[src/hdl/kau_pkg.sv]
// Shared types, widths and codes for the k-means assign/update block.
package kau_pkg;

	localparam int COORD_W = 16;
	localparam int FRAC_W  = 8;
	localparam int CENT_W  = COORD_W + FRAC_W;
	localparam int ID_W    = 4;
	localparam int OP_W    = 2;

	localparam int NUM_CLUSTERS_DEF    = 4;
	localparam int MAX_POINTS_LOG2_DEF = 20;

	localparam logic [OP_W-1:0] OP_POINT  = 2'd0;
	localparam logic [OP_W-1:0] OP_UPDATE = 2'd1;
	localparam logic [OP_W-1:0] OP_LOAD   = 2'd2;

	localparam logic KIND_POINT  = 1'b0;
	localparam logic KIND_REPORT = 1'b1;

	typedef enum logic [3:0] {
		ST_IDLE,
		ST_DIST_X,
		ST_DIST_Y,
		ST_DIST_CMP,
		ST_PT_OUT,
		ST_UPD_START,
		ST_DIV_X,
		ST_DIV_Y,
		ST_UPD_OUT
	} state_t;

endpackage

[src/hdl/kau_in_if.sv]
// Input request channel: point, update or centroid load.
interface kau_in_if;
	logic                                valid;
	logic                                ready;
	logic [kau_pkg::OP_W-1:0]            op;
	logic signed [kau_pkg::COORD_W-1:0]  x;
	logic signed [kau_pkg::COORD_W-1:0]  y;
	logic [kau_pkg::ID_W-1:0]            index;

	modport source(output valid, op, x, y, index, input ready);
	modport sink(input valid, op, x, y, index, output ready);
endinterface

[src/hdl/kau_out_if.sv]
// Result channel: point assignment or centroid report.
interface kau_out_if;
	logic                               valid;
	logic                               ready;
	logic                               kind;
	logic [kau_pkg::ID_W-1:0]           cluster_idx;
	logic signed [kau_pkg::CENT_W-1:0]  centroid_x;
	logic signed [kau_pkg::CENT_W-1:0]  centroid_y;
	logic                               moved;
	logic                               any_moved;
	logic                               last;

	modport source(output valid, kind, cluster_idx, centroid_x, centroid_y, moved, any_moved,
		last, input ready);
	modport sink(input valid, kind, cluster_idx, centroid_x, centroid_y, moved, any_moved,
		last, output ready);
endinterface

[src/hdl/kmeans_assign_update_top.sv]
// Top level: 2-D k-means assignment and centroid update around one multiplier and one divider.
// Point request: three steps per centroid through one shared squarer, then the result is
// registered and the block returns to idle, waiting first while the result slot is full. A load
// is written when taken in idle. Update: per cluster, an empty one skips the bit-serial divider (x then y).
// One request is in flight at a time; a new one is taken while the last result waits.
// Reset (arst_n low) clears centroids, sums, counts and all control state at once.
module kmeans_assign_update_top #(
	parameter int NUM_CLUSTERS    = kau_pkg::NUM_CLUSTERS_DEF,
	parameter int MAX_POINTS_LOG2 = kau_pkg::MAX_POINTS_LOG2_DEF
) (
	input  logic       clk,
	input  logic       arst_n,
	kau_in_if.sink     item,
	kau_out_if.source  result
);

	localparam int COORD_W = kau_pkg::COORD_W;
	localparam int FRAC_W  = kau_pkg::FRAC_W;
	localparam int CENT_W  = kau_pkg::CENT_W;
	localparam int ID_W    = kau_pkg::ID_W;
	localparam int IW      = (NUM_CLUSTERS > 1) ? $clog2(NUM_CLUSTERS) : 1;
	localparam int SW      = COORD_W + MAX_POINTS_LOG2;
	localparam int CW      = MAX_POINTS_LOG2 + 1;
	localparam int DW      = SW + FRAC_W;
	localparam int BW      = $clog2(DW);
	localparam int DFW     = CENT_W + 1;
	localparam int PW      = 2 * DFW - 1;
	localparam int SQW     = PW + 1;

	kau_pkg::state_t state_q, state_d;

	logic signed [CENT_W-1:0] cx_mem [NUM_CLUSTERS];
	logic signed [CENT_W-1:0] cy_mem [NUM_CLUSTERS];
	logic signed [SW-1:0]     sx_mem [NUM_CLUSTERS];
	logic signed [SW-1:0]     sy_mem [NUM_CLUSTERS];
	logic [CW-1:0]            cnt_mem [NUM_CLUSTERS];

	logic signed [COORD_W-1:0] px_q, py_q;
	logic [IW-1:0]             clu_q, best_q;
	logic [SQW-1:0]            best_d_q;
	logic [PW-1:0]             prod_q, dsq_q;
	logic [CW-1:0]             rem_q;
	logic [CENT_W-1:0]         quo_q;
	logic [DW-1:0]             dvd_q;
	logic [BW-1:0]             bcnt_q;
	logic signed [CENT_W-1:0]  nx_q, ny_q;
	logic                      any_q;

	logic                      out_valid_q;
	logic                      kind_q, moved_q, any_moved_q, last_q;
	logic [ID_W-1:0]           cluster_idx_q;
	logic signed [CENT_W-1:0]  cent_x_q, cent_y_q;

	logic in_ready, out_load, out_free;

	// reads of the per-cluster stores, all at the one working index
	logic signed [CENT_W-1:0] cx_rd, cy_rd;
	logic signed [SW-1:0]     sx_rd, sy_rd;
	logic [CW-1:0]            cnt_rd;

	assign cx_rd  = cx_mem[clu_q];
	assign cy_rd  = cy_mem[clu_q];
	assign sx_rd  = sx_mem[clu_q];
	assign sy_rd  = sy_mem[clu_q];
	assign cnt_rd = cnt_mem[clu_q];

	logic clu_last, bcnt_last, item_acc, load_ok;
	assign clu_last  = (clu_q == IW'(NUM_CLUSTERS - 1));
	assign bcnt_last = (bcnt_q == BW'(DW - 1));
	assign item_acc  = item.valid && in_ready;
	assign load_ok   = ({1'b0, item.index} < (ID_W + 1)'(NUM_CLUSTERS));

	// distance: one shared squarer
	logic signed [CENT_W-1:0] px_fx, py_fx;
	logic signed [DFW-1:0]    dx, dy, mul_a;
	logic signed [2*DFW-1:0]  prod_full;
	logic [SQW-1:0]           d_sum;
	logic                     take_best;

	assign px_fx     = {px_q, {FRAC_W{1'b0}}};
	assign py_fx     = {py_q, {FRAC_W{1'b0}}};
	assign dx        = {px_fx[CENT_W-1], px_fx} - {cx_rd[CENT_W-1], cx_rd};
	assign dy        = {py_fx[CENT_W-1], py_fx} - {cy_rd[CENT_W-1], cy_rd};
	assign mul_a     = (state_q == kau_pkg::ST_DIST_Y) ? dy : dx;
	assign prod_full = mul_a * mul_a;
	assign d_sum     = {1'b0, dsq_q} + {1'b0, prod_q};
	assign take_best = (clu_q == '0) || (d_sum < best_d_q);

	// accumulate
	logic signed [SW-1:0] sx_add, sy_add;
	assign sx_add = sx_rd + {{(SW - COORD_W){px_q[COORD_W-1]}}, px_q};
	assign sy_add = sy_rd + {{(SW - COORD_W){py_q[COORD_W-1]}}, py_q};

	// bit-serial divider on magnitudes, sign applied at the end
	logic [SW-1:0]     sx_abs, sy_abs;
	logic [CW-1:0]     r2, r_next;
	logic              ge, div_neg;
	logic [CENT_W-1:0] q_next;
	logic signed [CENT_W-1:0] q_res;

	assign sx_abs  = sx_rd[SW-1] ? SW'(-sx_rd) : SW'(sx_rd);
	assign sy_abs  = sy_rd[SW-1] ? SW'(-sy_rd) : SW'(sy_rd);
	assign r2      = {rem_q[CW-2:0], dvd_q[DW-1]};
	assign ge      = (r2 >= cnt_rd);
	assign r_next  = ge ? (r2 - cnt_rd) : r2;
	assign q_next  = {quo_q[CENT_W-2:0], ge};
	assign div_neg = (state_q == kau_pkg::ST_DIV_Y) ? sy_rd[SW-1] : sx_rd[SW-1];
	assign q_res   = div_neg ? CENT_W'(-q_next) : CENT_W'(q_next);

	// update report
	logic                     nonempty, upd_moved;
	logic signed [CENT_W-1:0] upd_x, upd_y;
	assign nonempty  = (cnt_rd != '0);
	assign upd_moved = nonempty && ((nx_q != cx_rd) || (ny_q != cy_rd));
	assign upd_x     = nonempty ? nx_q : cx_rd;
	assign upd_y     = nonempty ? ny_q : cy_rd;

	always_ff @(posedge clk or negedge arst_n) begin
		if (!arst_n) begin
			state_q <= kau_pkg::ST_IDLE;
		end else begin
			state_q <= state_d;
		end
	end

	always_comb begin
		state_d  = state_q;
		in_ready = 1'b0;
		out_load = 1'b0;
		out_free = !out_valid_q || result.ready;
		case (state_q)
			kau_pkg::ST_IDLE: begin
				in_ready = 1'b1;
				if (item.valid && item.op == kau_pkg::OP_POINT) begin
					state_d = kau_pkg::ST_DIST_X;
				end else if (item.valid && item.op == kau_pkg::OP_UPDATE) begin
					state_d = kau_pkg::ST_UPD_START;
				end
			end
			kau_pkg::ST_DIST_X: state_d = kau_pkg::ST_DIST_Y;
			kau_pkg::ST_DIST_Y: state_d = kau_pkg::ST_DIST_CMP;
			kau_pkg::ST_DIST_CMP: begin
				state_d = clu_last ? kau_pkg::ST_PT_OUT : kau_pkg::ST_DIST_X;
			end
			kau_pkg::ST_PT_OUT: begin
				if (out_free) begin
					out_load = 1'b1;
					state_d  = kau_pkg::ST_IDLE;
				end
			end
			kau_pkg::ST_UPD_START: begin
				state_d = nonempty ? kau_pkg::ST_DIV_X : kau_pkg::ST_UPD_OUT;
			end
			kau_pkg::ST_DIV_X: begin
				if (bcnt_last) state_d = kau_pkg::ST_DIV_Y;
			end
			kau_pkg::ST_DIV_Y: begin
				if (bcnt_last) state_d = kau_pkg::ST_UPD_OUT;
			end
			kau_pkg::ST_UPD_OUT: begin
				if (out_free) begin
					out_load = 1'b1;
					state_d  = clu_last ? kau_pkg::ST_IDLE : kau_pkg::ST_UPD_START;
				end
			end
			default: state_d = kau_pkg::ST_IDLE;
		endcase
	end

	// control and cluster stores
	always_ff @(posedge clk or negedge arst_n) begin
		if (!arst_n) begin
			for (int i = 0; i < NUM_CLUSTERS; i++) begin
				cx_mem[i]  <= '0;
				cy_mem[i]  <= '0;
				sx_mem[i]  <= '0;
				sy_mem[i]  <= '0;
				cnt_mem[i] <= '0;
			end
			clu_q       <= '0;
			best_q      <= '0;
			bcnt_q      <= '0;
			any_q       <= 1'b0;
			out_valid_q <= 1'b0;
		end else begin
			if (out_load) begin
				out_valid_q <= 1'b1;
			end else if (result.ready) begin
				out_valid_q <= 1'b0;
			end
			case (state_q)
				kau_pkg::ST_IDLE: begin
					if (item_acc) begin
						clu_q <= '0;
						any_q <= 1'b0;
						if (item.op == kau_pkg::OP_LOAD && load_ok) begin
							cx_mem[item.index[IW-1:0]] <= {item.x, {FRAC_W{1'b0}}};
							cy_mem[item.index[IW-1:0]] <= {item.y, {FRAC_W{1'b0}}};
						end
					end
				end
				kau_pkg::ST_DIST_CMP: begin
					if (take_best) best_q <= clu_q;
					if (clu_last) begin
						clu_q <= take_best ? clu_q : best_q;
					end else begin
						clu_q <= clu_q + 1'b1;
					end
				end
				kau_pkg::ST_PT_OUT: begin
					// a full cluster still gets the point, but its sums stay put
					if (out_free && !cnt_rd[CW-1]) begin
						sx_mem[clu_q]  <= sx_add;
						sy_mem[clu_q]  <= sy_add;
						cnt_mem[clu_q] <= cnt_rd + 1'b1;
					end
				end
				kau_pkg::ST_UPD_START: begin
					bcnt_q <= '0;
				end
				kau_pkg::ST_DIV_X, kau_pkg::ST_DIV_Y: begin
					bcnt_q <= bcnt_last ? '0 : bcnt_q + 1'b1;
				end
				kau_pkg::ST_UPD_OUT: begin
					if (out_free) begin
						cx_mem[clu_q]  <= upd_x;
						cy_mem[clu_q]  <= upd_y;
						sx_mem[clu_q]  <= '0;
						sy_mem[clu_q]  <= '0;
						cnt_mem[clu_q] <= '0;
						any_q          <= any_q | upd_moved;
						if (!clu_last) clu_q <= clu_q + 1'b1;
					end
				end
				default: ;
			endcase
		end
	end

	// datapath and result payload
	always_ff @(posedge clk) begin
		case (state_q)
			kau_pkg::ST_IDLE: begin
				if (item_acc) begin
					px_q <= item.x;
					py_q <= item.y;
				end
			end
			kau_pkg::ST_DIST_X: begin
				prod_q <= prod_full[PW-1:0];
			end
			kau_pkg::ST_DIST_Y: begin
				dsq_q  <= prod_q;
				prod_q <= prod_full[PW-1:0];
			end
			kau_pkg::ST_DIST_CMP: begin
				if (take_best) best_d_q <= d_sum;
			end
			kau_pkg::ST_UPD_START: begin
				dvd_q <= {sx_abs, {FRAC_W{1'b0}}};
				rem_q <= '0;
				quo_q <= '0;
			end
			kau_pkg::ST_DIV_X: begin
				if (bcnt_last) begin
					nx_q  <= q_res;
					dvd_q <= {sy_abs, {FRAC_W{1'b0}}};
					rem_q <= '0;
					quo_q <= '0;
				end else begin
					dvd_q <= {dvd_q[DW-2:0], 1'b0};
					rem_q <= r_next;
					quo_q <= q_next;
				end
			end
			kau_pkg::ST_DIV_Y: begin
				if (bcnt_last) begin
					ny_q <= q_res;
				end else begin
					dvd_q <= {dvd_q[DW-2:0], 1'b0};
					rem_q <= r_next;
					quo_q <= q_next;
				end
			end
			default: ;
		endcase

		if (out_load) begin
			cluster_idx_q <= ID_W'(clu_q);
			if (state_q == kau_pkg::ST_PT_OUT) begin
				kind_q      <= kau_pkg::KIND_POINT;
				cent_x_q    <= cx_rd;
				cent_y_q    <= cy_rd;
				moved_q     <= 1'b0;
				any_moved_q <= 1'b0;
				last_q      <= 1'b1;
			end else begin
				kind_q      <= kau_pkg::KIND_REPORT;
				cent_x_q    <= upd_x;
				cent_y_q    <= upd_y;
				moved_q     <= upd_moved;
				any_moved_q <= any_q | upd_moved;
				last_q      <= clu_last;
			end
		end
	end

	assign item.ready         = in_ready;
	assign result.valid       = out_valid_q;
	assign result.kind        = kind_q;
	assign result.cluster_idx = cluster_idx_q;
	assign result.centroid_x  = cent_x_q;
	assign result.centroid_y  = cent_y_q;
	assign result.moved       = moved_q;
	assign result.any_moved   = any_moved_q;
	assign result.last        = last_q;

	a_point_flags: assert property (@(posedge clk) disable iff (!arst_n)
		result.valid && result.kind == kau_pkg::KIND_POINT
		|-> !result.moved && !result.any_moved && result.last)
		else $error("point result with report flags");

	a_moved_any: assert property (@(posedge clk) disable iff (!arst_n)
		result.valid && result.kind == kau_pkg::KIND_REPORT && result.moved
		|-> result.any_moved)
		else $error("moved centroid without any_moved");

	a_div_rem: assert property (@(posedge clk) disable iff (!arst_n)
		(state_q == kau_pkg::ST_DIV_X || state_q == kau_pkg::ST_DIV_Y)
		|-> (rem_q < cnt_rd))
		else $error("divider remainder not below divisor");

	a_cnt_bound: assert property (@(posedge clk) disable iff (!arst_n)
		cnt_rd <= {1'b1, {MAX_POINTS_LOG2{1'b0}}})
		else $error("member count beyond limit");

endmodule

[src/flat_wrapper.sv]
// flat-port wrapper written by rule: the top's interface ports become plain ports
module kmeans_assign_update_top_flat 
#(
	parameter int NUM_CLUSTERS    = kau_pkg::NUM_CLUSTERS_DEF,
	parameter int MAX_POINTS_LOG2 = kau_pkg::MAX_POINTS_LOG2_DEF
)
  (clk, arst_n, item_valid, item_op, item_x, item_y, item_index, item_ready, result_valid, result_kind, result_cluster_idx, result_centroid_x, result_centroid_y, result_moved, result_any_moved, result_last, result_ready);
  kau_in_if item_i ();
  kau_out_if result_i ();
  input  logic clk;
  input  logic arst_n;
  input wire logic [$bits(item_i.valid)-1:0] item_valid;
  input wire logic [$bits(item_i.op)-1:0] item_op;
  input wire logic [$bits(item_i.x)-1:0] item_x;
  input wire logic [$bits(item_i.y)-1:0] item_y;
  input wire logic [$bits(item_i.index)-1:0] item_index;
  output wire logic [$bits(item_i.ready)-1:0] item_ready;
  output wire logic [$bits(result_i.valid)-1:0] result_valid;
  output wire logic [$bits(result_i.kind)-1:0] result_kind;
  output wire logic [$bits(result_i.cluster_idx)-1:0] result_cluster_idx;
  output wire logic [$bits(result_i.centroid_x)-1:0] result_centroid_x;
  output wire logic [$bits(result_i.centroid_y)-1:0] result_centroid_y;
  output wire logic [$bits(result_i.moved)-1:0] result_moved;
  output wire logic [$bits(result_i.any_moved)-1:0] result_any_moved;
  output wire logic [$bits(result_i.last)-1:0] result_last;
  input wire logic [$bits(result_i.ready)-1:0] result_ready;
  assign item_i.valid = item_valid;
  assign item_i.op = item_op;
  assign item_i.x = item_x;
  assign item_i.y = item_y;
  assign item_i.index = item_index;
  assign item_ready = item_i.ready;
  assign result_valid = result_i.valid;
  assign result_kind = result_i.kind;
  assign result_cluster_idx = result_i.cluster_idx;
  assign result_centroid_x = result_i.centroid_x;
  assign result_centroid_y = result_i.centroid_y;
  assign result_moved = result_i.moved;
  assign result_any_moved = result_i.any_moved;
  assign result_last = result_i.last;
  assign result_i.ready = result_ready;
  kmeans_assign_update_top #(.NUM_CLUSTERS(NUM_CLUSTERS), .MAX_POINTS_LOG2(MAX_POINTS_LOG2)) u_core (.clk(clk), .arst_n(arst_n), .item(item_i), .result(result_i));
endmodule
[config.mk]
export PLATFORM = sky130hd
export DESIGN_NAME = kmeans_assign_update_top_flat
export DESIGN_NICKNAME = d
export VERILOG_FILES = /design/src/hdl/kau_pkg.sv /design/src/hdl/kau_in_if.sv /design/src/hdl/kau_out_if.sv /design/src/hdl/kmeans_assign_update_top.sv /design/src/flat_wrapper.sv
export SDC_FILE = /design/constraint.sdc
export NUM_CORES = 2
export LEC_CHECK = 0
export BUFFER_PORTS_ARGS = -buffer_cell sky130_fd_sc_hd__buf_2
export CORE_ASPECT_RATIO = 0.6
export CORE_MARGIN = 2
export CORE_UTILIZATION = 40
export CTS_CLUSTER_SIZE = 28
export DETAILED_ROUTE_END_ITERATION = 7
export GPL_TIMING_DRIVEN = 0
export PLACE_DENSITY = 0.52
export SYNTH_ARGS = -nofsm -noshare
export SYNTH_HDL_FRONTEND = slang
export SYNTH_SLANG_ARGS = --single-unit
[constraint.sdc]
create_clock -name clk -period 26.9 [get_ports clk]
set_clock_uncertainty 0.1 [all_clocks]
set_input_delay 5.38 -clock clk [delete_from_list [all_inputs] [get_ports clk]]
set_output_delay 5.38 -clock clk [all_outputs]
set_load 0.02 [all_outputs]
==> impl_metrics.env <==
export IMPL_num_vias=55600
export IMPL_ys_seq_area_share_pct=35.5
export IMPL_slowest_stage="buf_1"
export IMPL_violations="max-capacitance violations, max-slew violations"
export IMPL_viasPerCell=5.80
export IMPL_max_slew_margin_pct=-0.676
export IMPL_maxSlewViolCount=24
export IMPL_clk_pin_slew_ps=70
export IMPL_r2r_cells=46
export IMPL_syn_area_um2=71200
export IMPL_fin_setup_tns_ps=0
export IMPL_post_cts_repair_setup_buffers=0
export IMPL_coreArea_um2=176000
export IMPL_die_x_um=549
export IMPL_min_period_ps=19410
export IMPL_ys_flop_type="dfrtp_1"
export IMPL_insertion_delay_ps=810
export IMPL_routed_wl_um=260000
export IMPL_antenna_found_initial=11
export IMPL_worstHoldPathType="flip-flop to flip-flop"
export IMPL_max_cap_violations=2
export IMPL_worstSetupPathType="flip-flop to flip-flop"
export IMPL_tightest_slew_ps=1510
export IMPL_num_rows=119
export IMPL_cp_max_fo=11
export IMPL_rsz0062_at_grt="false"
export IMPL_holdPathStages=0
export IMPL_cts_resized=0
export IMPL_synth_edf_count=359
export IMPL_port_buffers=97
export IMPL_synthToLayoutAreaGrowth_pct=10.5
export IMPL_routedWlPerCell_um=27.1
export IMPL_drtPass1Iterations=6
export IMPL_hold_viol_final=0
export IMPL_status="finished with violations"
export IMPL_gr_total_overflow=0
export IMPL_critPathMaxStageDelay_ps=1130
export IMPL_syn_area_per_cell_um2=10.3
export IMPL_post_dp_hpwl_um=203000
export IMPL_track_usage_pct=28.8
export IMPL_grt_first_pass_wirelength_um=382000
export IMPL_crit_path_frequent_cell="fa_1"
export IMPL_r2r_slack_ps=7490
export IMPL_gp_congestion=0.963
export IMPL_cts_hold_buf=0
export IMPL_drive_above_1_share_pct=8.40
export IMPL_drt_iter0_markers=6285
export IMPL_start_util_pct=40.4
export IMPL_syn_inst=6924
export IMPL_async_reset_ff_share_pct=61.8
export IMPL_end_kind="flip-flop"
export IMPL_grt_pass1_vias=54500
export IMPL_htreeDepth=3
export IMPL_clock_sinks=939
export IMPL_grt_max_degree=119
export IMPL_cp_arrival_ps=19750
export IMPL_fin_nets=8168
export IMPL_critical_path_startpoint_type="flip-flop"
export IMPL_yosysUniqueCellTypes=85
export IMPL_ys_ff_latch=939
export IMPL_worst_ep_required_time_ps=27250
export IMPL_ant_nets=0
export IMPL_fmax_mhz=51.5
export IMPL_die_area_um2=182000
export IMPL_die_y_um=331
export IMPL_cts_max_path_buffers=3
export IMPL_setup_viol=0
export IMPL_ys_warn_count=0
export IMPL_cts_tree="yes"
export IMPL_fin_crit_sh_pct=72.1
export IMPL_numCtsBuffers=100
export IMPL_cts_root_buffer="clkbuf_16"
export IMPL_num_fill_cells=16700
export IMPL_ios=100
export IMPL_drcViolationCount=0
==> registers in the layout (all words and copies together) (netlist names), 36 cells and up <==
signal and cells:
u_core.dvd_q 36, u_core.dsq_q 48, u_core.cnt_mem 84, u_core.prod_q 48, u_core.sx_mem 144, u_core.cy_mem 96, u_core.cx_mem 96, u_core.best_d_q 50
u_core.sy_mem 144
==> final timing paths <==
path / startpoint / endpoint
setup / recovery: u_core.clu_q[1] / u_core.prod_q[45]
hold / removal: u_core.prod_q[20] / u_core.dsq_q[20]
setup reg to reg: u_core.clu_q[1] / u_core.prod_q[45]
hold reg to reg: u_core.prod_q[20] / u_core.dsq_q[20]
max in group asynchronous: arst_n / u_core.cnt_mem[74]
min in group asynchronous: arst_n / u_core.cy_mem[15]
==> placed cells by master, fill, tap and decap left out, types with 118 or more instances in the layout <==
master,n
clkbuf_1,267
xor2_1,118
ha_1,379
edfxtp_1,359
buf_2,132
mux4_2,136
dfrtp_1,580
xnor2_1,262
o21ai_0,417
fa_1,606
nand2_1,810
inv_1,769
a21oi_1,425
nor2_1,527
a21o_1,142
o31ai_1,240
==> worst max-delay path: cells and delay by family, from the launching register on <==
kind	cells	cell delay, ps
AO/OA/AOI/OAI	14	3960
XOR/XNOR	1	140
adder cells (fa/ha/maj)	9	4660
buffers and inverters	16	6830
flip-flops	1	770
multiplexers	1	550
AND/OR/NAND/NOR	5	1910
==> final cells by class <==
| cell class | instances | area, µm² | area share (%) |
|---|---|---|---|
| clock buffer | 139 | 2960 | 3.76 |
| antenna | 11 | 27.5 | 0.0350 |
| inverter | 778 | 2920 | 3.71 |
| clock inverter | 48 | 624 | 0.793 |
| tap | 2359 | 2950 | 3.75 |
| sequential | 939 | 25300 | 32.1 |
| timing repair buffer | 114 | 872 | 1.11 |
| multi-input combinational | 4888 | 41700 | 53.0 |
| buffer | 320 | 1320 | 1.68 |
==> metal layers <==
layer	GRT usage, %	routed length [µm]	part of all wire, %	vias up
met1	45.9	126000	48	28300
li1	-	-	-	24100
met4	6.22	5730	2.2	2
met2	36.0	94800	36	2893
met3	10.6	34200	13	306
met5	0	14	0.0054	-
==> stage by stage <==
stage | setup WS (ps) | hold WS [ps] | util, % | instance area (µm²) | cells
3_3_place_gp | 7470 | 342 | 42.4 | 74700 | 9381
5_1_grt | 7050 | 363 | 44.7 | 78700 | 9586
6_report | 7490 | 350 | 44.7 | 78700 | 9596
4_1_cts | 7930 | 352 | 44.7 | 78700 | 9584
2_1_floorplan | 14360 | 331 | - | 71200 | 6925
3_5_place_dp | 8040 | 340 | 42.6 | 75100 | 9397
==> logic make-up after synthesis <==
kind of cell / share of synthesized area (%)
adders and majority gates: 23.7
xor gates and xnor gates: 4.67
muxes: 6.84
buffers and inverters: 5.95
DFF: 35.5
other: 0.00527
and+or+nand+nor: 10.5
AOI/OAI and AO/OA: 12.8
==> synth_stat cells (all sizes together), types with 8 or more instances <==
cell type | number | area share, %
a211oi | 18 | 0.19
a21o | 142 | 1.5
a21oi | 427 | 3.0
a22oi | 24 | 0.25
a31o | 9 | 0.11
a31oi | 20 | 0.18
and2 | 38 | 0.33
and3 | 31 | 0.27
buf | 67 | 0.51
clkbuf | 253 | 1.3
dfrtp | 580 | 20
edfxtp | 359 | 15
fa | 606 | 17
ha | 379 | 6.7
inv | 773 | 4.1
mux2 | 97 | 1.5
mux2i | 69 | 1.0
mux4 | 136 | 4.3
nand2 | 810 | 4.3
nand2b | 68 | 0.60
nand3 | 45 | 0.32
nand4 | 40 | 0.35
nor2 | 531 | 2.8
nor2b | 31 | 0.27
nor3 | 48 | 0.34
nor3b | 8 | 0.084
nor4 | 24 | 0.22
o211ai | 14 | 0.15
o21a | 35 | 0.37
o21ai | 425 | 3.0
o21bai | 34 | 0.36
o221ai | 13 | 0.16
o31ai | 240 | 2.5
o41ai | 9 | 0.12
or3 | 25 | 0.23
or4 | 11 | 0.12
xnor2 | 262 | 3.2
xor2 | 118 | 1.5
Power is left out: the tool's default activity adds up to more than one toggle a clock period on the data nets, which glitch-free logic cannot reach.
